### config.mk
export PLATFORM = sky130hd
export DESIGN_NAME = rgb565_bresenham_upscaler
export DESIGN_NICKNAME = d
export VERILOG_FILES = /design/src/rtl/core/rbu_pkg.sv /design/src/rtl/core/rbu_front.sv /design/src/rtl/core/rbu_queue.sv /design/src/rtl/core/rbu_back.sv /design/src/rtl/core/rgb565_bresenham_upscaler.sv
export SDC_FILE = /design/constraint.sdc
export NUM_CORES = 1
export LEC_CHECK = 0
export BUFFER_PORTS_ARGS = -buffer_cell sky130_fd_sc_hd__buf_2
export CAP_MARGIN = 20
export CORE_MARGIN = 3
export CORE_UTILIZATION = 60
export CTS_BUF_LIST = sky130_fd_sc_hd__clkbuf_16
export CTS_CLUSTER_DIAMETER = 200
export CTS_CLUSTER_SIZE = 25
export DETAILED_ROUTE_END_ITERATION = 10
export GPL_ROUTABILITY_DRIVEN = 1
export PLACE_DENSITY = 0.84
export SLEW_MARGIN = 20
export SYNTH_ARGS = -nofsm -noshare
export SYNTH_HDL_FRONTEND = slang
export SYNTH_HIERARCHICAL = 1
export SYNTH_SLANG_ARGS = --single-unit
### constraint.sdc
create_clock -name clk_i -period 13.2 [get_ports clk_i]
set_input_delay 1.98 -clock clk_i [delete_from_list [all_inputs] [get_ports clk_i]]
set_output_delay 1.98 -clock clk_i [all_outputs]
set_load 0.05 [all_outputs]
### src/rtl/core/rbu_pkg.sv
// Shared types and constants for the RGB565 Bresenham upscaler.
`default_nettype none

package rbu_pkg;

  localparam int unsigned PixWordW = 32;
  localparam int unsigned RowW     = 8;
  localparam int unsigned PairsPerGroup = 5;
  localparam int unsigned BeatW    = 3;

  localparam logic [PixWordW-1:0] PixMask = 32'hF7DE_F7DE;
  localparam logic [BeatW-1:0]    LastBeat = BeatW'(PairsPerGroup - 1);

  // One classified group: eight masked (and maybe blended) pixels plus row tags.
  typedef struct packed {
    logic [RowW-1:0]     out_row;
    logic [RowW-1:0]     src_row;
    logic [PixWordW-1:0] gh;
    logic [PixWordW-1:0] ef;
    logic [PixWordW-1:0] cd;
    logic [PixWordW-1:0] ab;
  } group_t;

endpackage

`default_nettype wire

### src/rtl/core/rbu_front.sv
// Front end: accepts source groups, blends rows vertically and steps row counters.
`default_nettype none

module rbu_front #(
  parameter int unsigned OUT_HEIGHT     = 240,
  parameter int unsigned GROUPS_PER_ROW = 32
) (
  input  wire logic                 clk_i,
  input  wire logic                 rst_ni,
  input  wire logic [7:0]           vert_scale_i,
  input  wire logic                 in_valid_i,
  input  wire logic [255:0]         in_data_i,
  input  wire logic                 q_full_i,
  output logic                      in_ready_o,
  output logic                      push_o,
  output rbu_pkg::group_t           push_group_o
);
  import rbu_pkg::*;

  localparam int unsigned GrpW = (GROUPS_PER_ROW > 1) ? $clog2(GROUPS_PER_ROW) : 1;
  localparam logic [GrpW-1:0] GrpLast   = GrpW'(GROUPS_PER_ROW - 1);
  localparam logic [7:0]      HeightC   = 8'(OUT_HEIGHT);
  localparam logic [7:0]      HalfC     = 8'(OUT_HEIGHT / 2);
  localparam logic [7:0]      LastRowC  = 8'(OUT_HEIGHT - 1);

  function automatic logic [PixWordW-1:0] blend(input logic [PixWordW-1:0] up,
                                                 input logic [PixWordW-1:0] down);
    logic [PixWordW-1:0] s;
    s = ((up & PixMask) >> 1) + ((down & PixMask) >> 1);
    return s & PixMask;
  endfunction

  logic [7:0]      err_q, err_d;
  logic [7:0]      src_q, src_d;
  logic [7:0]      orow_q, orow_d;
  logic [GrpW-1:0] grp_q, grp_d;

  logic            accept;
  logic            do_blend;
  logic [7:0]      step;
  logic [8:0]      err_sum;
  logic [PixWordW-1:0] ab, cd, ef, gh;

  assign in_ready_o = ~q_full_i;
  assign accept     = in_valid_i & ~q_full_i;
  assign do_blend   = (err_q >= HalfC);

  always_comb begin
    ab = in_data_i[31:0]    & PixMask;
    cd = in_data_i[63:32]   & PixMask;
    ef = in_data_i[95:64]   & PixMask;
    gh = in_data_i[127:96]  & PixMask;
    if (do_blend) begin
      ab = blend(ab, in_data_i[159:128]);
      cd = blend(cd, in_data_i[191:160]);
      ef = blend(ef, in_data_i[223:192]);
      gh = blend(gh, in_data_i[255:224]);
    end
  end

  assign push_o               = accept;
  assign push_group_o.ab      = ab;
  assign push_group_o.cd      = cd;
  assign push_group_o.ef      = ef;
  assign push_group_o.gh      = gh;
  assign push_group_o.src_row = src_q;
  assign push_group_o.out_row = orow_q;

  // Clamp the scale so one subtraction brings the error back in range.
  assign step    = (vert_scale_i > HeightC) ? HeightC : vert_scale_i;
  assign err_sum = {1'b0, err_q} + {1'b0, step};

  always_comb begin
    err_d  = err_q;
    src_d  = src_q;
    orow_d = orow_q;
    grp_d  = grp_q;
    if (accept) begin
      if (grp_q == GrpLast) begin
        grp_d = '0;
        if (err_sum >= {1'b0, HeightC}) begin
          err_d = 8'(err_sum - {1'b0, HeightC});
          src_d = src_q + 8'd1;
        end else begin
          err_d = err_sum[7:0];
        end
        if (orow_q == LastRowC) begin
          orow_d = '0;
          src_d  = '0;
          err_d  = '0;
        end else begin
          orow_d = orow_q + 8'd1;
        end
      end else begin
        grp_d = grp_q + GrpW'(1);
      end
    end
  end

  always_ff @(posedge clk_i or negedge rst_ni) begin
    if (!rst_ni) begin
      err_q  <= '0;
      src_q  <= '0;
      orow_q <= '0;
      grp_q  <= '0;
    end else begin
      err_q  <= err_d;
      src_q  <= src_d;
      orow_q <= orow_d;
      grp_q  <= grp_d;
    end
  end

endmodule

`default_nettype wire

### src/rtl/core/rbu_queue.sv
// Two-entry queue of classified groups between the front and back ends.
`default_nettype none

module rbu_queue (
  input  wire logic            clk_i,
  input  wire logic            rst_ni,
  input  wire logic            push_i,
  input  wire rbu_pkg::group_t push_group_i,
  input  wire logic            pop_i,
  output logic                 full_o,
  output logic                 valid_o,
  output rbu_pkg::group_t      head_o
);
  import rbu_pkg::*;

  group_t     mem_q [2];
  logic       wr_ptr_q, wr_ptr_d;
  logic       rd_ptr_q, rd_ptr_d;
  logic [1:0] count_q, count_d;
  logic       do_push, do_pop;

  assign full_o  = (count_q == 2'd2);
  assign valid_o = (count_q != 2'd0);
  assign head_o  = mem_q[rd_ptr_q];
  assign do_push = push_i & ~full_o;
  assign do_pop  = pop_i & valid_o;

  always_comb begin
    wr_ptr_d = do_push ? ~wr_ptr_q : wr_ptr_q;
    rd_ptr_d = do_pop  ? ~rd_ptr_q : rd_ptr_q;
    count_d  = count_q;
    if (do_push && !do_pop) begin
      count_d = count_q + 2'd1;
    end else if (do_pop && !do_push) begin
      count_d = count_q - 2'd1;
    end
  end

  always_ff @(posedge clk_i) begin
    if (do_push) begin
      mem_q[wr_ptr_q] <= push_group_i;
    end
  end

  always_ff @(posedge clk_i or negedge rst_ni) begin
    if (!rst_ni) begin
      wr_ptr_q <= 1'b0;
      rd_ptr_q <= 1'b0;
      count_q  <= '0;
    end else begin
      wr_ptr_q <= wr_ptr_d;
      rd_ptr_q <= rd_ptr_d;
      count_q  <= count_d;
    end
  end

endmodule

`default_nettype wire

### src/rtl/core/rbu_back.sv
// Back end: widens each group from eight to ten pixels and sends five pixel pairs.
`default_nettype none

module rbu_back (
  input  wire logic            clk_i,
  input  wire logic            rst_ni,
  input  wire logic            q_valid_i,
  input  wire rbu_pkg::group_t q_head_i,
  output logic                 q_pop_o,
  output logic                 out_valid_o,
  input  wire logic            out_ready_i,
  output logic [47:0]          out_data_o,
  output logic                 out_last_o
);
  import rbu_pkg::*;

  logic [BeatW-1:0]    beat_q, beat_d;
  logic                valid_q, valid_d;
  logic [47:0]         data_q;
  logic                last_q;
  logic                load;
  logic [15:0]         mid_bc, mid_fg;
  logic [PixWordW-1:0] pair;

  // Interpolated pixels between b,c and between f,g.
  assign mid_bc = {1'b0, q_head_i.ab[31:17]} + {1'b0, q_head_i.cd[15:1]};
  assign mid_fg = {1'b0, q_head_i.ef[31:17]} + {1'b0, q_head_i.gh[15:1]};

  always_comb begin
    unique case (beat_q)
      3'd0:    pair = q_head_i.ab;
      3'd1:    pair = {q_head_i.cd[15:0], mid_bc};
      3'd2:    pair = {q_head_i.ef[15:0], q_head_i.cd[31:16]};
      3'd3:    pair = {mid_fg, q_head_i.ef[31:16]};
      default: pair = q_head_i.gh;
    endcase
  end

  assign load    = ~valid_q | out_ready_i;
  assign q_pop_o = load & q_valid_i & (beat_q == LastBeat);

  always_comb begin
    beat_d  = beat_q;
    valid_d = valid_q;
    if (load) begin
      valid_d = q_valid_i;
      if (q_valid_i) begin
        beat_d = (beat_q == LastBeat) ? '0 : beat_q + BeatW'(1);
      end
    end
  end

  always_ff @(posedge clk_i) begin
    if (load && q_valid_i) begin
      data_q <= {q_head_i.out_row, q_head_i.src_row, pair};
      last_q <= (beat_q == LastBeat);
    end
  end

  always_ff @(posedge clk_i or negedge rst_ni) begin
    if (!rst_ni) begin
      beat_q  <= '0;
      valid_q <= 1'b0;
    end else begin
      beat_q  <= beat_d;
      valid_q <= valid_d;
    end
  end

  assign out_valid_o = valid_q;
  assign out_data_o  = data_q;
  assign out_last_o  = last_q;

endmodule

`default_nettype wire

### src/rtl/core/rgb565_bresenham_upscaler.sv
// Top level of the RGB565 8-to-10 upscaler with Bresenham vertical stepping.
//
//  port group   dir  width  carries
//  s_axis_*     in   256    one group: eight source pixels and the eight below
//  m_axis_*     out  48     one pixel pair with its source and output row
//  APB          in   32     vertical scale register at byte address 0
//
// Each accepted item yields five pairs, one per cycle while m_axis_tready is
// high; the five beats of the back end set the sustained item rate. The first
// pair of an item passes through the queue and the back end's output register
// before it is offered. A two-entry queue lets the front end run ahead of the
// back end. A stall on m_axis fills the queue, then drops s_axis_tready. Reset
// clears all counters and the queue; the scale register returns to 192.
`default_nettype none

module rgb565_bresenham_upscaler #(
  parameter int unsigned OUT_HEIGHT     = 240,
  parameter int unsigned GROUPS_PER_ROW = 32
) (
  input  wire logic         clk_i,
  input  wire logic         rst_ni,
  // [63:0] top_low_pixels, [127:64] top_high_pixels,
  // [191:128] below_low_pixels, [255:192] below_high_pixels
  input  wire logic [255:0] s_axis_tdata,
  input  wire logic         s_axis_tvalid,
  output logic              s_axis_tready,
  // [31:0] pixel_pair, [39:32] source_row, [47:40] output_row
  output logic [47:0]       m_axis_tdata,
  output logic              m_axis_tvalid,
  input  wire logic         m_axis_tready,
  output logic              m_axis_tlast,
  input  wire logic         psel,
  input  wire logic         penable,
  input  wire logic         pwrite,
  input  wire logic [2:0]   paddr,
  input  wire logic [31:0]  pwdata,
  output logic [31:0]       prdata,
  output logic              pready
);
  import rbu_pkg::*;

  localparam logic [7:0] ScaleReset = 8'd192;

  logic [7:0] scale_q;
  logic       cfg_wr;
  logic       sel_scale;

  logic       push;
  group_t     push_group;
  logic       q_full, q_valid, q_pop;
  group_t     q_head;

  assign pready    = 1'b1;
  assign sel_scale = (paddr[2] == 1'b0);
  assign cfg_wr    = psel & penable & pwrite & sel_scale;
  assign prdata    = sel_scale ? {24'd0, scale_q} : 32'd0;

  always_ff @(posedge clk_i or negedge rst_ni) begin
    if (!rst_ni) begin
      scale_q <= ScaleReset;
    end else if (cfg_wr) begin
      scale_q <= pwdata[7:0];
    end
  end

  rbu_front #(
    .OUT_HEIGHT     (OUT_HEIGHT),
    .GROUPS_PER_ROW (GROUPS_PER_ROW)
  ) u_front (
    .clk_i          (clk_i),
    .rst_ni         (rst_ni),
    .vert_scale_i   (scale_q),
    .in_valid_i     (s_axis_tvalid),
    .in_data_i      (s_axis_tdata),
    .q_full_i       (q_full),
    .in_ready_o     (s_axis_tready),
    .push_o         (push),
    .push_group_o   (push_group)
  );

  rbu_queue u_queue (
    .clk_i        (clk_i),
    .rst_ni       (rst_ni),
    .push_i       (push),
    .push_group_i (push_group),
    .pop_i        (q_pop),
    .full_o       (q_full),
    .valid_o      (q_valid),
    .head_o       (q_head)
  );

  rbu_back u_back (
    .clk_i       (clk_i),
    .rst_ni      (rst_ni),
    .q_valid_i   (q_valid),
    .q_head_i    (q_head),
    .q_pop_o     (q_pop),
    .out_valid_o (m_axis_tvalid),
    .out_ready_i (m_axis_tready),
    .out_data_o  (m_axis_tdata),
    .out_last_o  (m_axis_tlast)
  );

endmodule

`default_nettype wire
# [After elaboration in Yosys (flattened, before gate mapping)]
# Memories as Yosys holds them, arrays and structs flattened.
# Cells that the tools add are included.
# Widths: inputs -> output; s select.
[totals] mem_bits_rw=288 wordCells=81 input_bits=298 regBits=94 latch_bits=0 out_inout_bits=84 rom_bits=0 n_memories=1
[classes] bitwise_logic=14 n_mux=18 mul=0 div=0 n_eq_ne=7 add_sub_neg=14 order_cmp=3 n_shift=0 n_reduce_logical=12
[memory_table] name="u_queue.mem_q" words=2 word_bits=144 rd=1 rd_clocked_by_memory_dff=0 wr=1 line="rbu_queue.sv:16" rtl="group_t mem_q [2];"
[ops] cell="$add 31x31->32" count=4
[ops] cell="$mux 32" count=4
[ops] cell="$pmux 32 s4" count=1
[ops] cell="$mux 8" count=7
[ops] cell="$add 15x15->16" count=2
[ops] cell="$add 8x1->8 const B" count=2
[ops] cell="$add 8x8->9" count=1
[ops] cell="$ge 9x8->1 const B" count=1
[ops] cell="$and 1x1->1" count=8
[ops] cell="$eq 8x8->1 const B" count=1
[ops] cell="$ge 8x7->1 const B" count=1
[ops] cell="$gt 8x8->1 const B" count=1
[ops] cell="$sub 8x8->8 const B" count=1
[ops] cell="$eq 3x2->1 const B" count=2
[ops] cell="$reduce_bool 2->1" count=3
[ops] cell="$add 5x1->5 const B" count=1
[ops] cell="$eq 5x5->1 const B" count=1
[ops] cell="$mux 5" count=1
[ops] cell="$not 1->1" count=5
[ops] cell="$mux 2" count=2
[ops] cell="$reduce_and 2->1" count=2
[ops] cell="$add 3x1->3 const B" count=1
[ops] cell="$eq 3x1->1 const B" count=1
[ops] cell="$eq 3x3->1 const B" count=1
[ops] cell="10 further kinds" count=14

# [Longest topological paths before layout]
[depth] word_depth=8 depth_mapped=15 ltp_nobuf=14

# [Modules after synthesis]
# The synthesis kept the hierarchy.
[by_module_without_submodules] module="rbu_queue" instances=1 seq_area_each_um2=8748.4 cells_per_inst=467 area_each_um2=10779.1
[by_module_without_submodules] module="rbu_front" instances=1 seq_area_each_um2=725.7 cells_per_inst=835 area_each_um2=6200.9
[by_module_without_submodules] module="rbu_back" instances=1 seq_area_each_um2=1571.5 cells_per_inst=396 area_each_um2=4008.8
[by_module_without_submodules] module="rgb565_bresenham_upscaler" instances=1 seq_area_each_um2=202.7 cells_per_inst=52 area_each_um2=581.8

# [Worst setup path after synthesis]
# No wires, ideal clock.
[synth_path] path_kind="input to register" from="input s_axis_tvalid" to="memory u_queue/mem_q[0][0] (netlist bit), enable pin" required_ps=12551 cell_stages=4 arrival_time_ps=8371 slack_ps=4180 path_buffers=0 cell_sequence="nand2_1 inv_1 nand2_1 nor2_1"
[synth_via] elab_chain_cells=4
[synth_lines] element="start: declaration" line="rgb565_bresenham_upscaler.sv:25" rtl="input wire logic s_axis_tvalid,"
[synth_lines] element="$and 1x1->1" line="rbu_front.sv:45" rtl="assign accept = in_valid_i & ~q_full_i;"
[synth_lines] element="via push" line="rgb565_bresenham_upscaler.sv:48" rtl="logic push;"
[synth_lines] element="$and 1x1->1" line="rbu_queue.sv:25" rtl="assign do_push = push_i & ~full_o;"
[synth_lines] element="$mux 1" line="rbu_queue.sv:40" rtl="if (do_push) begin"
[synth_lines] element="$mux 1 (not written as such)" line="rbu_queue.sv:41" rtl="mem_q[wr_ptr_q] <= push_group_i;"
[synth_lines] element="end: declaration" line="rbu_queue.sv:16"
# The timed path passes the listed nets, and every way through them passes these cells.

==> qor.yml <==
drt:
  routedWlPerCell_um: 19.88
  via_per_inst: 5.967
  initialDrtViolationCount: 1245
  top_layer_used: "met5"
  wl_met3_um: 3253
  ant_nets: 0
  first_pass_iters: 7
  wirelength_um: 48790
  drc: 0
  wl_met2_um: 25270
  vias: 14640
  drt-met1-wl_um: 18440
cts:
  cts-htree-levels: 1
  clk_latency_ps: 530
  cts_tree: "yes"
  cts_buffer_depth: 3
  clk_pin_slew_ps: 100
  root_buffer: "clkbuf_16"
  post_cts_resized: 0
  cts_setup_buffers: 0
  numCtsBuffers: 19
  cts_hold_buf: 0
  clock_sinks: 382
finish:
  nets: 2446
  drive_above_1_share: 0.2694
  final_cell_mix: "edfxtp_1 (337), buf_2 (282), nand2_1 (137), ha_1 (129), a21oi_1 (127)"
  post-route-util: 0.6759
  layout_commonest_cell: "edfxtp_1"
  fillers: 2440
  seqCellArea_sq_um: 11250
  multiInputGateArea_sq_um: 9494
  synthToLayoutAreaGrowth_pct: 9.576
global_route:
  antenna_found_initial: 4
  grt_pass1_wl_um: 75960
  grt_overflow: 0
  grt_pass1_vias: 14540
  grt_max_degree: 105
  grt_util_all_layers: 0.2472
die:
  design.portCount: 382
  initial_core_util: 0.6169
  die_x_um: 195.6
  rows: 68
  die-area_sq_um: 38260
  die_h_um: 195.6
  core_area_sq_um: 34970
synth:
  synth_top_flop_cell: "edfxtp_1"
  synth_top_area_share: 0.4691
  syn-cell-area_sq_um: 21570
  syn_avg_cell_area_sq_um: 12.33
  async_flop_share: 0.1178
  ys_ff_latch: 382
  synth_top_area_cell: "edfxtp_1"
  synth_edf_count: 337
  yosysWarnings: 6
  synthTopCellsByArea: "edfxtp_1 (47%), ha_1 (7.5%), mux2_2 (5.4%)"
  yosysUniqueCellTypes: 81
  syn_inst: 1750
  ys_seq_area_frac: 0.5215
worst_hold_path:
  hp-class: "reg2reg"
  hold_path_depth: 2
setup_path:
  reg2reg_depth: 11
  critPathMaxFanout: 55
  crit_cells: 11
  start_kind: "register"
  worstPathArrival_ps: 5100
  crit_path_top_delay_cell: "dfrtp_4"
  cp.required_ps: 13460
  cp_num_buf_inv: 1
  ff2ff_setup_slack_ps: 8360
  critPathCaptureType: "register"
  critPathTopFamily: "compound AO/OA/AOI/OAI gates"
  cpPeakStageDelay_ps: 970
  crit_chain: "buf_4, mux2_4, ha_1, fa_1, a211oi_1, o21bai_1, a21oi_1, nor4_1, nor3_1, xor2_1, o221ai_1"
  criticalPathCategory: "reg2reg"
timing:
  rsz0062_at_grt: "no"
  finalClockSkew_ps: 20.11
  max_slew_margin: 0.2701
  worst_slew_pin_slew_ps: 1095
  period_needed_ps: 4842
  finalSetupViolCount: 0
  fmax_mhz: 206.5
  finalMaxSlewViolations: 0
  finalHoldViolCount: 0
  post-route-period-util: 0.3668
  fin_tns_setup_ps: 0
place:
  portBuffers: 282
  dpl.hpwl_um: 36150
  gp_congestion: 0.9484
flow_run:
  max_cap_violations: 0
power_and_ir_drop:
  p_leak_nw: 9.637
  power.clock.fraction: 0.118
  p_seq_frac: 0.383
  ir_worst_vdd_uv: 260.8
  power_switching_share: 0.4202
  switchingPower_mw: 2.212
  internal_power_mw: 3.052
  power_density_nw_per_um2: 222.7
  p_comb_frac: 0.499
outcome:
  status: "completed"
-- worst paths after layout --
| path | start | end |
|---|---|---|
| max in group asynchronous | rst_ni | u_queue/rd_ptr_q$_DFFE_PN0P_ |
| setup reg to reg | u_queue/rd_ptr_q$_DFFE_PN0P_ | u_back/out_data_o[30]$_DFFE_PP_ |
| min in group asynchronous | rst_ni | u_front/src_q[2]$_DFFE_PN0P_ |
| hold / removal | u_front/err_q[2]$_DFFE_PN0P_ | u_front/err_q[2]$_DFFE_PN0P_ |
| setup / recovery | u_queue/rd_ptr_q$_DFFE_PN0P_ | u_back/out_data_o[30]$_DFFE_PP_ |
| hold reg to reg | u_front/err_q[2]$_DFFE_PN0P_ | u_front/err_q[2]$_DFFE_PN0P_ |
-- metal layers --
layer / track usage / up-vias
li1: - / 6865
met1: 0.3114 / 7086
met2: 0.4473 / 575
met3: 0.02795 / 113
met4: 0.07843 / 4
met5: 0 / -
-- logic make-up (layout without fill, tap and decap cells) --
kind of cell,after synthesis,after routing,share of synthesized area
simple gates,363,363,0.07645
xor+xnor,86,86,0.03527
other cells,3,51,0.0005220
mux,156,156,0.08997
buf+inv,197,398,0.04901
flops,382,382,0.5215
compound gates,407,407,0.1274
fa+ha+maj,156,156,0.09988
-- metrics by stage --
step / power, mW / hold slack [ps] / setup WS, ps / instances / area [sq um]
floorplan: 4.005 / 445.3 / 4180 / 1796 / 21740
global placement: 4.525 / 463.0 / 8322 / 2426 / 23110
detailed placement: 4.631 / 478.5 / 8304 / 2426 / 23110
CTS: 5.257 / 501.1 / 8430 / 2452 / 23630
global route: 5.543 / 535.5 / 8081 / 2454 / 23640
finish: 5.264 / 499.9 / 8358 / 2454 / 23640
-- power by group through the flow --
stage | combinational (mW) | sequential, mW | clock [mW]
3_3_place_gp | 2.51 | 2.02 | 0
6_report | 2.63 | 2.02 | 0.621
2_1_floorplan | 1.76 | 2.25 | 0
3_5_place_dp | 2.59 | 2.04 | 0
4_1_cts | 2.61 | 2.02 | 0.635
5_1_grt | 2.82 | 2.05 | 0.671
-- state kept, by name, indices dropped and copies added (netlist names), 2 cells and up --
register and flops:
u_back/beat_q 3, scale_q 8, u_front/err_q 8, u_back/out_data_o 48, u_queue/count_q 2, u_queue/mem_q 288, u_front/grp_q 5, u_front/src_q 8
u_front/orow_q 8
-- worst min-delay path, cell delays in order, from the launching register on --
cell	delay, ps
dfrtp_1	360
nand2_1	50
o31ai_1	60
-- final cells by class --
class / count / share of cell area
sequential: 382 / 0.4760
antenna: 2 / 0.0002117
clock buffer: 19 / 0.02012
inverter: 77 / 0.01223
multi-input combinational: 1217 / 0.4017
tap: 455 / 0.02409
timing repair buffer: 295 / 0.06384
clock inverter: 7 / 0.001800
-- cell usage after synthesis, types with 8 or more instances --
library cell  number
a21o_1            18
a21oi_1          127
a222oi_1          26
a31o_2            25
a31oi_1           12
and2b_2            8
buf_1             11
buf_2             11
buf_4             50
buf_6             12
clkbuf_1          33
dfrtp_1           43
edfxtp_1         337
fa_1              27
ha_1             129
inv_1             77
mux2_2           103
mux2_4            50
nand2_1          137
nand2b_1           9
nand3_1           21
nor2_1           116
nor2b_1           29
nor3_1             9
o211ai_1           9
o21a_1            11
o21ai_0           84
o22a_1            17
xnor2_1           39
xor2_1            46
Note: power is estimated with default switching activity, not from simulation.
